**src/hw/rtl/surface_header_scanner_macros.svh**
```systemverilog
// ----------------------------------------------------------------------------
// Surface header scanner assertion macros
// Shared concurrent assertion forms, clocked on clk_i and off during reset.
// ----------------------------------------------------------------------------
`ifndef SURFACE_HEADER_SCANNER_MACROS_SVH
`define SURFACE_HEADER_SCANNER_MACROS_SVH

// Same-cycle implication.
`define SHS_ASSERT_SAME(label, ante, cons, msg) \
  label: assert property (@(posedge clk_i) disable iff (!rst_ni) (ante) |-> (cons)) \
    else $error(msg);

// Next-cycle implication.
`define SHS_ASSERT_NEXT(label, ante, cons, msg) \
  label: assert property (@(posedge clk_i) disable iff (!rst_ni) (ante) |=> (cons)) \
    else $error(msg);

`endif

```
**src/hw/rtl/shs_pkg.sv**
```systemverilog
// ----------------------------------------------------------------------------
// Surface header scanner package
// Types, register indexes, format codes and scan constants.
// ----------------------------------------------------------------------------
package shs_pkg;

  localparam int unsigned MAX_DIM_DEF    = 4096;
  localparam int unsigned HEADER_GAP_DEF = 16;

  localparam int unsigned CFG_IDX_W  = 1;
  localparam int unsigned CFG_DATA_W = 32;
  localparam int unsigned SKIP_W     = 5;
  localparam int unsigned COUNT_W    = 16;
  localparam int unsigned DIM_OUT_W  = 13;
  localparam int unsigned FMT_W      = 2;
  localparam int unsigned OFS_W      = 32;
  localparam int unsigned SIZE_W     = 26;
  localparam int unsigned WIN_W      = 56;

  localparam logic [CFG_IDX_W-1:0] REG_FILE_SIZE  = 1'b0;
  localparam logic [CFG_IDX_W-1:0] REG_SURF_LIMIT = 1'b1;

  localparam logic [31:0] TYPE_RGB24  = 32'h0000_1004;
  localparam logic [31:0] TYPE_16_A   = 32'h0000_1006;
  localparam logic [31:0] TYPE_16_B   = 32'h0000_1007;

  localparam logic [FMT_W-1:0] FMT_RGB24 = 2'd0;
  localparam logic [FMT_W-1:0] FMT_16_A  = 2'd1;
  localparam logic [FMT_W-1:0] FMT_16_B  = 2'd2;

  localparam logic [COUNT_W-1:0] MAX_SURF_RESET = 16'd16;

  // header length from the start of the type word and the lag of the type word
  localparam int unsigned HDR_LEN  = 16;
  localparam int unsigned TYPE_LAG = 3;
  localparam logic [31:0] MIN_POS  = 32'd7;

  typedef struct packed {
    logic                 hit;
    logic [FMT_W-1:0]     fmt;
    logic [DIM_OUT_W-1:0] width;
    logic [DIM_OUT_W-1:0] height;
    logic [OFS_W-1:0]     offset;
    logic [SIZE_W-1:0]    size;
  } shs_cand_t;

  typedef struct packed {
    logic                 is_summary;
    logic [COUNT_W-1:0]   count;
    logic [DIM_OUT_W-1:0] width;
    logic [DIM_OUT_W-1:0] height;
    logic [FMT_W-1:0]     fmt;
    logic [OFS_W-1:0]     offset;
    logic [SIZE_W-1:0]    size;
  } shs_rec_t;

endpackage

```
**src/hw/rtl/surface_header_scanner.sv**
```systemverilog
// ----------------------------------------------------------------------------
// Surface header scanner
// Finds surface headers in a byte stream and reports one beat per surface
// plus an end-of-file summary beat.
// ----------------------------------------------------------------------------
// Usage:
//   Input channel: one file byte per beat (in_data_byte_i, in_is_last_i),
//   taken when in_valid_i is high and in_stall_o is low. Set in_is_last_i
//   on the final byte of each file.
//   Output channel: surface and summary beats, taken when out_valid_o is
//   high and out_stall_i is low.
//   Configuration: write the file size (index 0) and the surface limit
//   (index 1) through cfg_we_i while the scanner is idle.
//   A beat that yields a record passes the input register, then the output
//   register, before it shows on out_valid_o. Throughput: one byte per cycle
//   while the output register is free, set by the single input to result
//   register pass with one 13x13 multiply and a 34-bit add and compare.
//   Reset clears the window, position, skip and surface counts, sets
//   the file size to 0 and the surface limit to 16. The summary beat clears
//   the scan state again for the next file.
//   When out_stall_i holds a full output register, the input register
//   holds its byte and in_stall_o rises.
// ----------------------------------------------------------------------------
`include "surface_header_scanner_macros.svh"

module surface_header_scanner #(
  parameter int unsigned MAX_DIM    = shs_pkg::MAX_DIM_DEF,
  parameter int unsigned HEADER_GAP = shs_pkg::HEADER_GAP_DEF
) (
  input  logic                           clk_i,
  input  logic                           rst_ni,
  input  logic                           cfg_we_i,
  input  logic [shs_pkg::CFG_IDX_W-1:0]  cfg_index_i,
  input  logic [shs_pkg::CFG_DATA_W-1:0] cfg_wdata_i,
  input  logic                           in_valid_i,
  output logic                           in_stall_o,
  input  logic [7:0]                     in_data_byte_i,
  input  logic                           in_is_last_i,
  output logic                           out_valid_o,
  input  logic                           out_stall_i,
  output logic                           out_is_summary_o,
  output logic [shs_pkg::COUNT_W-1:0]    out_surf_total_o,
  output logic [shs_pkg::DIM_OUT_W-1:0]  out_surface_width_o,
  output logic [shs_pkg::DIM_OUT_W-1:0]  out_surface_height_o,
  output logic [shs_pkg::FMT_W-1:0]      out_pixel_format_o,
  output logic [shs_pkg::OFS_W-1:0]      out_data_offset_o,
  output logic [shs_pkg::SIZE_W-1:0]     out_data_size_o
);
  import shs_pkg::*;

  logic [31:0]      file_size_q;
  logic [31:0]      file_size_d;
  logic [COUNT_W-1:0] max_surf_q;
  logic [COUNT_W-1:0] max_surf_d;

  logic             s1_valid_q;
  logic             s1_valid_d;
  logic [7:0]       s1_byte_q;
  logic             s1_last_q;

  logic [WIN_W-1:0] win_q;
  logic [WIN_W-1:0] win_d;
  logic [31:0]      pos_q;
  logic [31:0]      pos_d;
  logic [SKIP_W-1:0]  skip_q;
  logic [SKIP_W-1:0]  skip_d;
  logic [COUNT_W-1:0] found_q;
  logic [COUNT_W-1:0] found_d;

  logic             in_accept;
  logic             out_free;
  logic             s1_advance;
  logic             scan_ok;
  logic             hit;
  logic             load;
  shs_cand_t        cand;
  shs_rec_t         rec;
  shs_rec_t         rec_out;

  always_comb begin
    file_size_d = file_size_q;
    max_surf_d  = max_surf_q;
    if (cfg_we_i) begin
      unique case (cfg_index_i)
        REG_FILE_SIZE:  file_size_d = cfg_wdata_i;
        REG_SURF_LIMIT: max_surf_d  = cfg_wdata_i[COUNT_W-1:0];
        default:        file_size_d = file_size_q;
      endcase
    end
  end

  assign in_stall_o = s1_valid_q && !out_free;
  assign in_accept  = in_valid_i && !in_stall_o;
  assign s1_advance = s1_valid_q && out_free;
  assign s1_valid_d = in_accept ? 1'b1 : (s1_advance ? 1'b0 : s1_valid_q);

  shs_check #(
    .MAX_DIM(MAX_DIM)
  ) u_check (
    .window_i   (win_q),
    .byte_i     (s1_byte_q),
    .pos_i      (pos_q),
    .file_size_i(file_size_q),
    .cand_o     (cand)
  );

  assign scan_ok = (skip_q == '0) && (pos_q >= MIN_POS) && (found_q < max_surf_q);
  assign hit     = !s1_last_q && scan_ok && cand.hit;
  assign load    = s1_advance && (s1_last_q || hit);

  always_comb begin
    win_d   = win_q;
    pos_d   = pos_q;
    skip_d  = skip_q;
    found_d = found_q;
    if (s1_advance) begin
      if (s1_last_q) begin
        win_d   = '0;
        pos_d   = '0;
        skip_d  = '0;
        found_d = '0;
      end else begin
        win_d = {win_q[WIN_W-9:0], s1_byte_q};
        pos_d = pos_q + 32'd1;
        if (skip_q != '0) begin
          skip_d = skip_q - SKIP_W'(1);
        end else if (hit) begin
          skip_d  = SKIP_W'(HEADER_GAP);
          found_d = found_q + COUNT_W'(1);
        end
      end
    end
  end

  always_comb begin
    if (s1_last_q) begin
      rec            = '0;
      rec.is_summary = 1'b1;
      rec.count      = found_q;
    end else begin
      rec.is_summary = 1'b0;
      rec.count      = found_q + COUNT_W'(1);
      rec.width      = cand.width;
      rec.height     = cand.height;
      rec.fmt        = cand.fmt;
      rec.offset     = cand.offset;
      rec.size       = cand.size;
    end
  end

  always_ff @(posedge clk_i or negedge rst_ni) begin
    if (!rst_ni) begin
      file_size_q <= '0;
      max_surf_q  <= MAX_SURF_RESET;
      s1_valid_q  <= 1'b0;
      win_q       <= '0;
      pos_q       <= '0;
      skip_q      <= '0;
      found_q     <= '0;
    end else begin
      file_size_q <= file_size_d;
      max_surf_q  <= max_surf_d;
      s1_valid_q  <= s1_valid_d;
      win_q       <= win_d;
      pos_q       <= pos_d;
      skip_q      <= skip_d;
      found_q     <= found_d;
    end
  end

  always_ff @(posedge clk_i) begin
    if (in_accept) begin
      s1_byte_q <= in_data_byte_i;
      s1_last_q <= in_is_last_i;
    end
  end

  shs_out_reg u_out_reg (
    .clk_i  (clk_i),
    .rst_ni (rst_ni),
    .load_i (load),
    .rec_i  (rec),
    .free_o (out_free),
    .valid_o(out_valid_o),
    .stall_i(out_stall_i),
    .rec_o  (rec_out)
  );

  assign out_is_summary_o     = rec_out.is_summary;
  assign out_surf_total_o     = rec_out.count;
  assign out_surface_width_o  = rec_out.width;
  assign out_surface_height_o = rec_out.height;
  assign out_pixel_format_o   = rec_out.fmt;
  assign out_data_offset_o    = rec_out.offset;
  assign out_data_size_o      = rec_out.size;

  `SHS_ASSERT_SAME(a_stall_needs_item, in_stall_o, s1_valid_q, "stall without held byte")
  `SHS_ASSERT_SAME(a_surf_total_nz, out_valid_o && !out_is_summary_o, out_surf_total_o != '0, "zero total")
  `SHS_ASSERT_NEXT(a_hit_starts_skip, s1_advance && hit, skip_q == SKIP_W'(HEADER_GAP), "skip not armed")
  `SHS_ASSERT_NEXT(a_summary_clears, load && s1_last_q, found_q == '0 && pos_q == '0, "scan state kept")

endmodule

```
**src/hw/rtl/shs_check.sv**
```systemverilog
// ----------------------------------------------------------------------------
// Surface header candidate check
// Decodes type, width and height from the byte window, sizes the pixel data
// and bounds it against the file size.
// ----------------------------------------------------------------------------
module shs_check #(
  parameter int unsigned MAX_DIM = shs_pkg::MAX_DIM_DEF
) (
  input  logic [shs_pkg::WIN_W-1:0] window_i,
  input  logic [7:0]                byte_i,
  input  logic [31:0]               pos_i,
  input  logic [31:0]               file_size_i,
  output shs_pkg::shs_cand_t        cand_o
);
  import shs_pkg::*;

  localparam int unsigned DIM_W  = $clog2(MAX_DIM + 1);
  localparam int unsigned PROD_W = 2 * DIM_W;
  localparam int unsigned SUM_W  = ((PROD_W + 2 > 32) ? PROD_W + 2 : 32) + 2;

  logic [15:0]        w;
  logic [15:0]        h;
  logic [31:0]        t;
  logic               type_ok;
  logic               bpp3;
  logic [FMT_W-1:0]   fmt;
  logic               w_ok;
  logic               h_ok;
  logic [PROD_W-1:0]  wh;
  logic [SUM_W-1:0]   wh_ext;
  logic [SUM_W-1:0]   dsize;
  logic [SUM_W-1:0]   ofs;
  logic [SUM_W-1:0]   end_ofs;

  assign w = {window_i[47:40], window_i[55:48]};
  assign h = {window_i[31:24], window_i[39:32]};
  assign t = {byte_i, window_i[7:0], window_i[15:8], window_i[23:16]};

  always_comb begin
    type_ok = 1'b0;
    bpp3    = 1'b0;
    fmt     = FMT_RGB24;
    unique case (t)
      TYPE_RGB24: begin
        type_ok = 1'b1;
        bpp3    = 1'b1;
        fmt     = FMT_RGB24;
      end
      TYPE_16_A: begin
        type_ok = 1'b1;
        fmt     = FMT_16_A;
      end
      TYPE_16_B: begin
        type_ok = 1'b1;
        fmt     = FMT_16_B;
      end
      default: begin
        type_ok = 1'b0;
      end
    endcase
  end

  assign w_ok = (w != '0) && (w <= 16'(MAX_DIM));
  assign h_ok = (h != '0) && (h <= 16'(MAX_DIM));

  assign wh     = w[DIM_W-1:0] * h[DIM_W-1:0];
  assign wh_ext = SUM_W'(wh);
  assign dsize  = bpp3 ? ((wh_ext << 1) + wh_ext) : (wh_ext << 1);

  assign ofs     = SUM_W'(pos_i) + SUM_W'(HDR_LEN - TYPE_LAG);
  assign end_ofs = ofs + dsize;

  always_comb begin
    cand_o.hit    = type_ok && w_ok && h_ok && (end_ofs <= SUM_W'(file_size_i));
    cand_o.fmt    = fmt;
    cand_o.width  = w[DIM_OUT_W-1:0];
    cand_o.height = h[DIM_OUT_W-1:0];
    cand_o.offset = ofs[OFS_W-1:0];
    cand_o.size   = dsize[SIZE_W-1:0];
  end

endmodule

```
**src/hw/rtl/shs_out_reg.sv**
```systemverilog
// ----------------------------------------------------------------------------
// Surface header scanner output register
// Holds one result beat until the receiver takes it.
// ----------------------------------------------------------------------------
module shs_out_reg (
  input  logic              clk_i,
  input  logic              rst_ni,
  input  logic              load_i,
  input  shs_pkg::shs_rec_t rec_i,
  output logic              free_o,
  output logic              valid_o,
  input  logic              stall_i,
  output shs_pkg::shs_rec_t rec_o
);
  import shs_pkg::*;

  logic     valid_q;
  logic     valid_d;
  shs_rec_t rec_q;

  assign free_o  = !valid_q || !stall_i;
  assign valid_d = load_i ? 1'b1 : (free_o ? 1'b0 : valid_q);

  always_ff @(posedge clk_i or negedge rst_ni) begin
    if (!rst_ni) begin
      valid_q <= 1'b0;
    end else begin
      valid_q <= valid_d;
    end
  end

  always_ff @(posedge clk_i) begin
    if (load_i) begin
      rec_q <= rec_i;
    end
  end

  assign valid_o = valid_q;
  assign rec_o   = rec_q;

endmodule

```
**config.mk**
```make
export PLATFORM = sky130hd
export DESIGN_NAME = surface_header_scanner
export DESIGN_NICKNAME = d
export VERILOG_FILES = /design/src/hw/rtl/shs_pkg.sv /design/src/hw/rtl/surface_header_scanner.sv /design/src/hw/rtl/shs_check.sv /design/src/hw/rtl/shs_out_reg.sv
export VERILOG_INCLUDE_DIRS = /design/src /design/src/hw/rtl
export SDC_FILE = /design/constraint.sdc
export NUM_CORES = 1
export LEC_CHECK = 0
export BUFFER_PORTS_ARGS = -buffer_cell sky130_fd_sc_hd__buf_2
export CORE_MARGIN = 4
export CORE_UTILIZATION = 63
export CTS_CLUSTER_SIZE = 24
export DETAILED_ROUTE_END_ITERATION = 8
export PLACE_DENSITY_LB_ADDON = 0.2
export SLEW_MARGIN = 20
export SYNTH_ARGS = -nofsm -noshare
export SYNTH_HDL_FRONTEND = slang
export SYNTH_HIERARCHICAL = 1
export SYNTH_SLANG_ARGS = --single-unit
```
**constraint.sdc**
```tcl
create_clock -name clk_i -period 17.5 [get_ports clk_i]
set_clock_uncertainty 0.1 [all_clocks]
set_input_delay 3.5 -clock clk_i [delete_from_list [all_inputs] [get_ports clk_i]]
set_output_delay 3.5 -clock clk_i [all_outputs]
set_load 0.02 [all_outputs]
```
### Word level (Yosys, flattened, before mapping)

Index checks and enable logic that the tools add are counted.

| operators by class | value |
|---|---|
| $add $sub $neg | 6 |
| $mul | 1 |
| divide/modulo/power cells | 0 |
| $lt $le $gt $ge | 5 |
| equal/unequal tests | 4 |
| shift operators | 0 |
| muxes and demuxes | 17 |
| bitwise logic cells | 1 |
| reductions and logical operators | 33 |

Operator list:

| kind | count |
|---|---|
| $mux 103 | 1 |
| $eq 32x13->1 const B | 3 |
| $mux 56 | 1 |
| $mux 16 | 3 |
| $add 34x34->34 | 1 |
| $le 34x32->1 | 1 |
| $mux 34 | 1 |
| $add 32x4->33 const B | 1 |
| $add 32x1->32 const B | 1 |
| $ge 32x3->1 const B | 1 |
| $le 16x13->1 const B | 2 |
| $mux 32 | 1 |
| $reduce_bool 16->1 | 2 |
| $add 27x26->28 | 1 |
| $mul 13x13->26 | 1 |
| $add 16x1->16 const B | 1 |
| $lt 16x16->1 | 1 |
| $mux 5 | 3 |
| $logic_and 1x1->1 | 13 |
| $mux 1 | 6 |
| $reduce_and 2->1 | 3 |
| $reduce_bool 2->1 | 3 |
| $logic_not 1->1 | 5 |
| $logic_not 5->1 | 1 |
| 9 further kinds | 10 |

| word-level totals | value |
|---|---|
| bits in registers | 271 |
| bits in latches | 0 |
| bits in writable memories | 0 |
| bits in read-only memories | 0 |
| input port bits | 47 |
| output and inout bits | 105 |
| logic and storage cells | 84 |
| memories kept | 0 |

### Longest topological paths before layout

Gate-level depths: netlist of the first run.

| logic depth | value |
|---|---|
| depth in word-level cells | 10 |
| depth in mapped cells | 56 |
| gate-level depth less buffers | 54 |

### Hierarchy

The synthesis of the first run kept the hierarchy.

By module, submodules not included:

| module | instances | cells each | area each (um2) | seq. area each (um2) |
|---|---|---|---|---|
| shs_check | 1 | 1,361 | 10,462.5 | 0.0 |
| surface_header_scanner | 1 | 869 | 8,461.9 | 4,225.3 |
| shs_out_reg | 1 | 106 | 3,129.3 | 3,118.0 |

### Worst setup path before layout of the first run

Ideal clock, no wire load.

| path | value |
|---|---|
| path type | register to register |
| start point | reg win_q[28] |
| end point | reg found_q[0] |
| setup time | 0.130 ns |
| data arrival time | 12.050 ns |
| data required time | 17.270 ns |
| slack | 5.220 ns |
| stages on the path, launching flop included | 51 |
| buffers on the path | 2 |
| clock period less this slack | 12.280 ns |
| cell sequence | dfrtp_1 > clkbuf_1 > nand2_1 > fa_1 > fa_1 > inv_1 > fa_1 > fa_1 > inv_1 > fa_1 > inv_1 > ha_1 > and3_4 > and3_4 > a211oi_4 > xnor2_1 > ha_1 > a21oi_1 > [... 15 more ...] > o221ai_2 > o311ai_4 > o211ai_2 > xnor2_1 > ha_1 > nand4_1 > nor3_1 > nand3_1 > a221oi_1 > o21ai_0 > a31oi_1 > o21a_1 > and4b_1 > o221ai_1 > a211oi_2 > or2_0 > buf_2 > mux2_1 |

RTL lines:

| what | line | source |
|---|---|---|
| start, declared | surface_header_scanner.sv:61 | `logic [WIN_W-1:0] win_q;` |
| start signal, assigned | surface_header_scanner.sv:164 | `win_q <= win_d;` |
| end signal, assigned | surface_header_scanner.sv:167 | `found_q <= found_d;` |
| end, declared | surface_header_scanner.sv:67 | `logic [COUNT_W-1:0] found_q;` |

==> results of run 1 <==
-- cells in the final DEF, fill, tap and decap left out, types with 53 or more instances in the layout --
master    Yosys  layout
nand2_1     307     306
o21ai_0     120     120
edfxtp_1    112     112
a21oi_1      86      86
inv_1       254     253
nand3_1      53      53
and2_1       93      93
buf_2        11     150
ha_1        176     176
fa_1        123     123
nor2_1      106     105
nor2b_1     100      99
dfrtp_1     158     158
xnor2_1      94      94
xor2_1       59      59
-- final cells by class --
cell class                      instances  area, um2
Tap cell                              455        569
Clock buffer                           45        887
Multi-Input combinational cell       1688      13200
Fill cell                            2736      10700
Clock inverter                          7       65.1
Inverter                              256        961
Sequential cell                       271       7340
Timing Repair Buffer                  163        855
-- registers in the layout, indices dropped and copies added (netlist names) --
register           flops
file_size_q           32
found_q               16
max_surf_q            16
pos_q                 32
s1_byte_q              8
s1_last_q              1
s1_valid_q             1
skip_q                 5
u_out_reg/rec_o      103
u_out_reg/valid_o      1
win_q                 56
-- power by group --
| group | total [mW] | switching [mW] | internal [mW] |
|---|---|---|---|
| registers | 0.759 | 0.0446 | 0.714 |
| logic | 0.245 | 0.155 | 0.0899 |
| clock network | 0.611 | 0.251 | 0.360 |
-- kinds of logic (layout without fill, tap and decap cells) --
group                      count (synthesis)  in the layout  share of synthesized area, %
adders and majority gates                301            301                          21.2
xor gates and xnor gates                 154            154                          6.20
AOI/OAI and AO/OA                        367            367                          11.2
muxes                                     53             53                          2.69
DFF                                      271            271                          33.3
and+or+nand+nor                          813            813                          18.4
buffers and inverters                    377            471                          6.96
-- metal layers --
metal	share of wire, %	up-vias	global-route usage, %
met5	0	-	0
met4	2.4	0	7.53
met3	6.9	91	3.93
met2	47	606	47.8
met1	43	8263	41.2
li1	-	7959	-
-- stage by stage --
stage / setup slack (ns) / utilization, % / total power, mW
after CTS: 3.28 / 69.2 / 1.63
after floorplan: 5.22 / - / 0.927
after detailed placement: 3.33 / 66.4 / 1.01
after global routing: 1.99 / 69.2 / 1.69
final: 3.15 / 69.2 / 1.62
after global placement: 3.97 / 66.4 / 1.00
-- final timing paths --
path,start,slack [ns],endpoint,depth (start not counted)
worst max register to register,win_q[40],3.15,u_out_reg/rec_o[27],51
worst max-delay path,win_q[40],3.15,u_out_reg/rec_o[27],51
worst min register to register,max_surf_q[9],0.40,max_surf_q[9],1
worst min-delay path,max_surf_q[9],0.40,max_surf_q[9],1
min in group asynchronous,rst_ni,2.96,win_q[6],1
max in group asynchronous,rst_ni,13.15,pos_q[21],2
==> flow_summary.json, run 1 <==
{
  "run_status": "completed",
  "yosys_warnings": 6,
  "synth_seq_cells": 271,
  "post-cts-setup-buffers": 0,
  "cp_max_fo": 60,
  "layout-area-overhead-vs-synth_pct": 8.32,
  "drive_gt1_share_pct": 12.8,
  "cts_resized": 0,
  "final-setup-viol-count": 0,
  "powerDensity_mw_per_mm2": 67.6,
  "nNetsFinal": 2754,
  "remaining_drc_errors": 0,
  "dr.pass1.iters": 5,
  "die_w_um": 195,
  "clk_pin_slew_ns": 0.06,
  "ys.flop_type": "dfrtp_1",
  "yosysTopAreaCell": "dfrtp_1",
  "cp_slowest_stage_delay_ns": 0.79,
  "startpoint_type": "flop",
  "place.port_buffers": 151,
  "synth-edff-count": 112,
  "grt_pass1_wl_mm": 90.2,
  "clock_sinks": 271,
  "yosysMostFrequentCell": "nand2_1",
  "placedCellCount": 2833,
  "grt_util_all_layers_pct": 29.1,
  "cts_made_buffers": 28,
  "synthesis.area_mm2": 0.0221,
  "h-tree-depth": 1,
  "yosys-top-cells-area": "dfrtp_1 18%, edfxtp_1 15%, fa_1 11%, ha_1 10%, nand2_1 5.2%",
  "ys_seq_area_share_pct": 33.3,
  "cp_data_arrival_time_ns": 14.43,
  "power.leakage_nw": 11.4,
  "vias": 16919,
  "dieArea_mm2": 0.0381,
  "vias_per_cell": 5.86,
  "synth_nets": 2682,
  "max_slew.worst_pin.slew_ns": 1.02,
  "finalSetupTns_ns": 0,
  "yosys-top-cells-count": "307 x nand2_1, 254 x inv_1, 176 x ha_1, 158 x dfrtp_1, 123 x fa_1",
  "grt_max_degree": 113,
  "grt_setup_unrepaired": "false",
  "crit_type": "reg -> reg",
  "cts_root_buffer": "clkbuf_16",
  "initial_utilization_pct": 63.8,
  "routed_wl_mm": 54.9,
  "ir_worst_vdd_v": 0.0000794,
  "slew_violations": 0,
  "grt_pass1_vias": 17199,
  "antenna_found_initial": 0,
  "fmax_mhz": 69.7,
  "cts_tree": "done",
  "synth_top_area_share_pct": 17.9,
  "gp_congestion": 0.954,
  "hpwl_mm": 41.4,
  "path_buf_inv": 4,
  "yosysUniqueCellTypes": 91,
  "fin_crit_sh_pct": 82.0,
  "instances_no_fill": 2885,
  "antenna_left": 0,
  "period_needed_ns": 14.35,
  "hold_class": "reg -> reg",
  "final_area_mm2": 0.0239,
  "worstSetupEndpointType": "flop",
  "core-area_mm2": 0.0345,
  "n_antenna_cell": 0,
  "place_area_mm2": 0.0229,
  "crit_top_cell": "fa_1",
  "die_h_um": 195,
  "cp_slowest_cell": "dfrtp_1",
  "ctsHoldBuffers": 0,
  "insertion_delay_ns": 0.58,
  "synth_area_per_cell_um2": 9.44,
  "synthArstFlopShare_pct": 58.7,
  "path_delay_family": "compound AO/OA/AOI/OAI gates",
  "drtIter0Drc": 1235,
  "cap_viol_max_count": 0,
  "cts_buffer_depth": 3,
  "fin_hold_ws_ns": 0.402,
  "pin_count": 152,
  "fp-row-count": 68,
  "hold_viol": 0,
  "slew_headroom_pct": 31.9,
  "wl_per_cell_um": 19.0,
  "netlist_instances": 2336,
  "grt-ovfl-total": 0,
  "cp.required_ns": 17.58
}
Note: power is estimated with default switching activity, not from simulation.
==> run 2, diff against run 1 <==
--- a/config.mk
+++ b/config.mk
@@ -6,9 +6,10 @@
 export SDC_FILE = /design/constraint.sdc
 export NUM_CORES = 1
 export LEC_CHECK = 0
+export ABC_AREA = 1
 export BUFFER_PORTS_ARGS = -buffer_cell sky130_fd_sc_hd__buf_2
 export CORE_MARGIN = 4
-export CORE_UTILIZATION = 63
+export CORE_UTILIZATION = 57
 export CTS_CLUSTER_SIZE = 24
 export DETAILED_ROUTE_END_ITERATION = 8
 export PLACE_DENSITY_LB_ADDON = 0.2
==> constraint.sdc (replaced) <==
create_clock -name clk_i -period 12.62 [get_ports clk_i]
set_clock_uncertainty 0.1 [all_clocks]
set_input_delay 2.524 -clock clk_i [delete_from_list [all_inputs] [get_ports clk_i]]
set_output_delay 2.524 -clock clk_i [all_outputs]
set_load 0.02 [all_outputs]
==> flow_summary.json, run 2 <==
{
  "netlist_instances": 2910,
  "wl_per_cell_um": 17.0,
  "synth_fa_ha_area_share_pct": 20.4,
  "insertion_delay_ns": 0.58,
  "power.leakage_nw": 13.0,
  "cp_data_arrival_time_ns": 12.04,
  "ir_worst_vdd_v": 0.0000967,
  "largest_reg_flops": 103,
  "yosysTopAreaCell": "dfrtp_1",
  "hold_viol": 0,
  "power_frac_clock_pct": 38.1,
  "period_needed_ns": 11.89,
  "switching_share_pct": 29.5,
  "finalSetupTns_ns": 0,
  "seq_power_share_pct": 45.2,
  "synthArstFlopShare_pct": 58.7,
  "routed_wl_mm": 60.5,
  "grt-ovfl-total": 0,
  "nNetsFinal": 3349,
  "synth-compound-area-share_pct": 8.88,
  "cap_viol_max_count": 0,
  "core-area_mm2": 0.0396,
  "dr.pass1.iters": 6,
  "pwr-share-comb_pct": 16.7,
  "n_antenna_cell": 0,
  "die_h_um": 208,
  "synth_area_per_cell_um2": 7.85,
  "muxShareOfSynthArea_pct": 0.789,
  "fmax_mhz": 84.1,
  "hold_class": "reg -> reg",
  "synthSimpleGateAreaFrac_pct": 20.9,
  "yosysUniqueCellTypes": 59,
  "grt_setup_unrepaired": "false",
  "whs_path_depth": 2,
  "antenna_found_initial": 0,
  "cts_resized": 0,
  "die_w_um": 208,
  "finalPower_mw": 2.34,
  "cp.required_ns": 12.77,
  "yosys_warnings": 6,
  "yosysMostFrequentCell": "inv_1",
  "grt_pass1_wl_mm": 97.8,
  "cts_root_buffer": "clkbuf_16",
  "intPower_mw": 1.65,
  "synth_xor_area_share_pct": 3.64,
  "fp-row-count": 73,
  "vias_per_cell": 5.45,
  "yosys-top-cells-count": "645 x inv_1, 580 x nand2_1, 216 x nor2_1, 176 x ha_1, 158 x dfrtp_1",
  "clk_pin_slew_ns": 0.06,
  "synthesis.area_mm2": 0.0228,
  "cts_made_buffers": 29,
  "slew_headroom_pct": 28.4,
  "final_common_cell": "inv_1",
  "synth_seq_cells": 271,
  "crit_type": "reg -> reg",
  "cp_max_fo": 52,
  "cp_slowest_stage_delay_ns": 0.77,
  "yosys-top-cells-area": "dfrtp_1 17%, edfxtp_1 15%, fa_1 11%, inv_1 11%, ha_1 9.6%",
  "nFillCells": 3572,
  "worstSetupEndpointType": "flop",
  "run_status": "completed",
  "place.port_buffers": 151,
  "cts_tree": "done",
  "h-tree-depth": 1,
  "powerDensity_mw_per_mm2": 93.8,
  "cp_slowest_cell": "dfrtp_1",
  "clock_sinks": 271,
  "vias": 19353,
  "fin_crit_sh_pct": 94.2,
  "synth_top_area_share_pct": 17.3,
  "layout-area-overhead-vs-synth_pct": 9.03,
  "initial_utilization_pct": 57.6,
  "ys.flop_type": "dfrtp_1",
  "slew_violations": 0,
  "remaining_drc_errors": 0,
  "grt_max_degree": 87,
  "drtIter0Drc": 1598,
  "synth_top_family_by_area": "simple AND/OR/NAND/NOR gates",
  "post-cts-setup-buffers": 0,
  "dieArea_mm2": 0.0433,
  "power_switching_uw": 688,
  "max_slew.worst_pin.slew_ns": 1.06,
  "synth_nets": 3256,
  "pin_count": 152,
  "antenna_left": 0,
  "hpwl_mm": 47.0,
  "drive_gt1_share_pct": 10.7,
  "ys_seq_area_share_pct": 32.1,
  "final-setup-viol-count": 0,
  "grt_pass1_vias": 19228,
  "r2r_cells": 51,
  "cts_buffer_depth": 3,
  "synth-edff-count": 112,
  "ctsHoldBuffers": 0,
  "grt_util_all_layers_pct": 27.5,
  "layout_common_cells": "645 x inv_1, 580 x nand2_1, 216 x nor2_1",
  "gp_congestion": 1.02,
  "startpoint_type": "flop"
}
run 2: cell types whose count changed after synthesis, moves of 59 or more:
cell | previous run | this run
nand2_1 | 307 | 580
nor2_1 | 106 | 216
nor2b_1 | 100 | 0
and2_1 | 93 | 1
inv_1 | 254 | 645
xnor2_1 | 94 | 35
run 2: area by class of cell:
cell class,instances,area [um2],area share (%)
clock buffers,42,805,3.23
inverters,668,2510,10.1
flip-flops and latches,271,7360,29.6
repair buffers,165,883,3.55
multi-input cells,1868,12500,50.3
clock inverters,12,174,0.698
well taps,525,657,2.64
run 2: path summary, 6_finish.rpt:
check | startpoint | to | slack, ns
setup / recovery | win_q[41] | u_out_reg/rec_o[25] | 0.73
hold reg to reg | file_size_q[8] | file_size_q[8] | 0.39
min in group asynchronous | rst_ni | file_size_q[22] | 1.89
max in group asynchronous | rst_ni | win_q[55] | 8.94
hold / removal | file_size_q[8] | file_size_q[8] | 0.39
setup reg to reg | win_q[41] | u_out_reg/rec_o[25] | 0.73
run 2: per-stage QoR:
step	cells	setup slack (ns)	util [%]	hold WS (ns)	cell area, um2
after floorplan	2910	2.19	-	0.321	22800
after global placement	3496	0.559	60.2	0.367	23900
after detailed placement	3496	0.567	60.2	0.375	23900
after CTS	3550	0.526	62.7	0.391	24900
after global routing	3551	0.000666	62.8	0.398	24900
final	3551	0.735	62.8	0.394	24900
run 2: cell families after synthesis:
kind of cell    after synthesis
compound gates              368
xor+xnor                     95
fa+ha+maj                   299
buf+inv                     772
flops                       271
mux                          16
simple gates               1089
run 2: layer usage:
| metal | global-route usage [%] | wire, um | vias to the layer above |
|---|---|---|---|
| li1 | - | - | 9326 |
| met1 | 39.4 | 26800 | 9195 |
| met2 | 44.1 | 27200 | 710 |
| met3 | 3.27 | 4250 | 122 |
| met4 | 8.61 | 2220 | 0 |
| met5 | 0 | 0 | - |
run 2: power groups by stage:
stage | Combinational [mW] | Clock (mW) | Sequential (mW)
after floorplan | 0.255 | 0 | 1.07
final | 0.391 | 0.889 | 1.06
after global routing | 0.441 | 0.943 | 1.06
after CTS | 0.391 | 0.906 | 1.05
after detailed placement | 0.387 | 0 | 1.07
after global placement | 0.375 | 0 | 1.07
run 2: worst max-delay path, delay by kind of cell, from the launching register on:
kind / cells / cell delay, ns
xor+xnor: 3 / 0.41
simple gates: 20 / 3.16
compound gates: 13 / 2.52
buf+inv: 6 / 0.56
fa+ha+maj: 9 / 4.01
flops: 1 / 0.77
==> run 3, diff against run 2 <==
--- a/config.mk
+++ b/config.mk
@@ -9,10 +9,11 @@
 export ABC_AREA = 1
 export BUFFER_PORTS_ARGS = -buffer_cell sky130_fd_sc_hd__buf_2
 export CORE_MARGIN = 4
-export CORE_UTILIZATION = 57
+export CORE_UTILIZATION = 65
 export CTS_CLUSTER_SIZE = 24
 export DETAILED_ROUTE_END_ITERATION = 8
-export PLACE_DENSITY_LB_ADDON = 0.2
+export GPL_TIMING_DRIVEN = 0
+export PLACE_DENSITY = 0.85
 export SLEW_MARGIN = 20
 export SYNTH_ARGS = -nofsm -noshare
 export SYNTH_HDL_FRONTEND = slang
==> constraint.sdc (replaced) <==
create_clock -name clk_i -period 13.9 [get_ports clk_i]
set_clock_uncertainty 0.1 [all_clocks]
set_input_delay 2.78 -clock clk_i [delete_from_list [all_inputs] [get_ports clk_i]]
set_output_delay 2.78 -clock clk_i [all_outputs]
set_load 0.02 [all_outputs]
==> flow_summary.json, run 3 (synthesis results as in run 2) <==
{
  "run_status": "completed",
  "insertion_delay_ns": 0.58,
  "power_switching_uw": 648,
  "fmax_mhz": 76.3,
  "grt_util_all_layers_pct": 33.6,
  "layout-area-overhead-vs-synth_pct": 10.7,
  "antenna_found_initial": 2,
  "cts_root_buffer": "clkbuf_16",
  "initial_utilization_pct": 66.0,
  "finalSetupTns_ns": 0,
  "pwr-share-comb_pct": 17.6,
  "final_area_mm2": 0.0253,
  "cts_tree": "done",
  "die_w_um": 195,
  "drtIter0Drc": 1616,
  "grt_pass1_wl_mm": 103,
  "die_h_um": 195,
  "crit_type": "reg -> reg",
  "remaining_drc_errors": 0,
  "period_needed_ns": 13.11,
  "cap_viol_max_count": 0,
  "worstSetupEndpointType": "flop",
  "max_slew.worst_pin.slew_ns": 1.05,
  "grt_max_degree": 114,
  "powerDensity_mw_per_mm2": 86.5,
  "power_frac_clock_pct": 38.9,
  "cp_slowest_stage_delay_ns": 0.60,
  "cp_data_arrival_time_ns": 13.21,
  "cp_slowest_cell": "dfrtp_1",
  "seq_power_share_pct": 43.6,
  "slew_violations": 0,
  "nFillCells": 2634,
  "hpwl_mm": 50.6,
  "gp_congestion": 0.981,
  "grt_setup_unrepaired": "false",
  "ir_worst_vdd_v": 0.000113,
  "startpoint_type": "flop",
  "fin_crit_sh_pct": 94.3,
  "grt-ovfl-total": 0,
  "intPower_mw": 1.54,
  "place_area_mm2": 0.0242,
  "cp.required_ns": 14.00,
  "final-setup-viol-count": 0,
  "vias_per_cell": 5.65,
  "slew_headroom_pct": 29.7,
  "grt_pass1_vias": 20234,
  "cp_max_fo": 113,
  "h-tree-depth": 1,
  "vias": 20175,
  "core-area_mm2": 0.0346,
  "drive_gt1_share_pct": 10.8,
  "hold_class": "reg -> reg",
  "largest_reg_flops": 103,
  "fp-row-count": 68,
  "post-cts-setup-buffers": 0,
  "dr.pass1.iters": 6,
  "power.leakage_nw": 13.2,
  "place.port_buffers": 151,
  "final_common_cell": "inv_1",
  "pin_count": 152,
  "crit_top_cell": "nand2_1",
  "dieArea_mm2": 0.0382,
  "routed_wl_mm": 64.5,
  "clk_pin_slew_ns": 0.06,
  "switching_share_pct": 29.6,
  "nNetsFinal": 3439,
  "clock_sinks": 271,
  "antenna_left": 0,
  "cts_made_buffers": 29,
  "wl_per_cell_um": 18.1,
  "hold_viol": 0,
  "layout_common_cells": "645 x inv_1, 580 x nand2_1, 216 x nor2_1",
  "cts_buffer_depth": 3
}
-- run 3: cell types whose count changed in the layout (fill, tap and decap cells not counted), sizes merged --
cell	change
buf	+35
clkbuf	+47
clkinv	+2
bufinv	+2
inv	+3
nand2	-1
diode	+2
clkinvlp	+2
-- run 3: final cells by class --
type | instances | area [um2] | area share, %
inverters | 668 | 2510 | 9.92
multi-input cells | 1867 | 12500 | 49.4
flip-flops and latches | 271 | 7340 | 29.1
plain buffers | 104 | 534 | 2.11
repair buffers | 152 | 793 | 3.14
diodes | 2 | 5.00 | 0.0198
clock buffers | 33 | 772 | 3.05
clock inverters | 21 | 278 | 1.10
well taps | 455 | 569 | 2.25
-- run 3: power groups by stage --
stage          Combinational [mW]  Clock (mW)  Sequential [mW]
2_1_floorplan               0.231           0            0.971
3_3_place_gp                0.356           0            0.962
3_5_place_dp                0.374           0            0.966
4_1_cts                     0.379       0.855            0.952
5_1_grt                     0.425       0.892            0.960
6_report                    0.384       0.850            0.954
-- run 3: stage by stage --
step | setup slack, ns | hold WS (ns) | total power, mW | utilization (%) | cells
2_1_floorplan | 3.47 | 0.321 | 1.20 | - | 2910
3_3_place_gp | 0.894 | 0.331 | 1.32 | 69.8 | 3516
3_5_place_dp | 0.777 | 0.337 | 1.34 | 69.9 | 3517
4_1_cts | 0.673 | 0.355 | 2.19 | 72.9 | 3571
5_1_grt | 0.0229 | 0.376 | 2.28 | 73.0 | 3571
6_report | 0.789 | 0.352 | 2.19 | 73.0 | 3573
-- run 3: path summary, 6_finish.rpt --
check,start,end,slack [ns],cells past startpoint
max in group asynchronous,rst_ni,win_q[24],10.81,2
hold / removal,s1_last_q,u_out_reg/rec_o[102],0.35,0
hold reg to reg,s1_last_q,u_out_reg/rec_o[102],0.35,0
setup reg to reg,win_q[38],u_out_reg/rec_o[56],0.79,55
min in group asynchronous,rst_ni,found_q[0],2.05,1
setup / recovery,win_q[38],u_out_reg/rec_o[56],0.79,55
-- run 3: worst max-delay path: cells and delay by family (launching register included) --
| family | cells | cell delay [ns] |
|---|---|---|
| XOR/XNOR | 3 | 0.74 |
| adder cells (fa/ha/maj) | 9 | 4.00 |
| AO/OA/AOI/OAI | 12 | 2.29 |
| buffers and inverters | 7 | 1.29 |
| flip-flops | 1 | 0.60 |
| AND/OR/NAND/NOR | 24 | 3.53 |
-- run 3: metal layers --
layer	up-vias	track usage, %	wire, um	share of wire [%]
met1	9496	45.2	26400	41
met4	2	11.5	2350	3.6
met3	187	7.59	6110	9.5
met5	-	0	8	0.012
met2	963	54.3	29700	46
li1	9527	-	-	-
-- run 3: timing repair --
action                     CTS  global route
setup endpoints to repair    0           113
gates resized for setup      0             5
hold buffers                 0             0
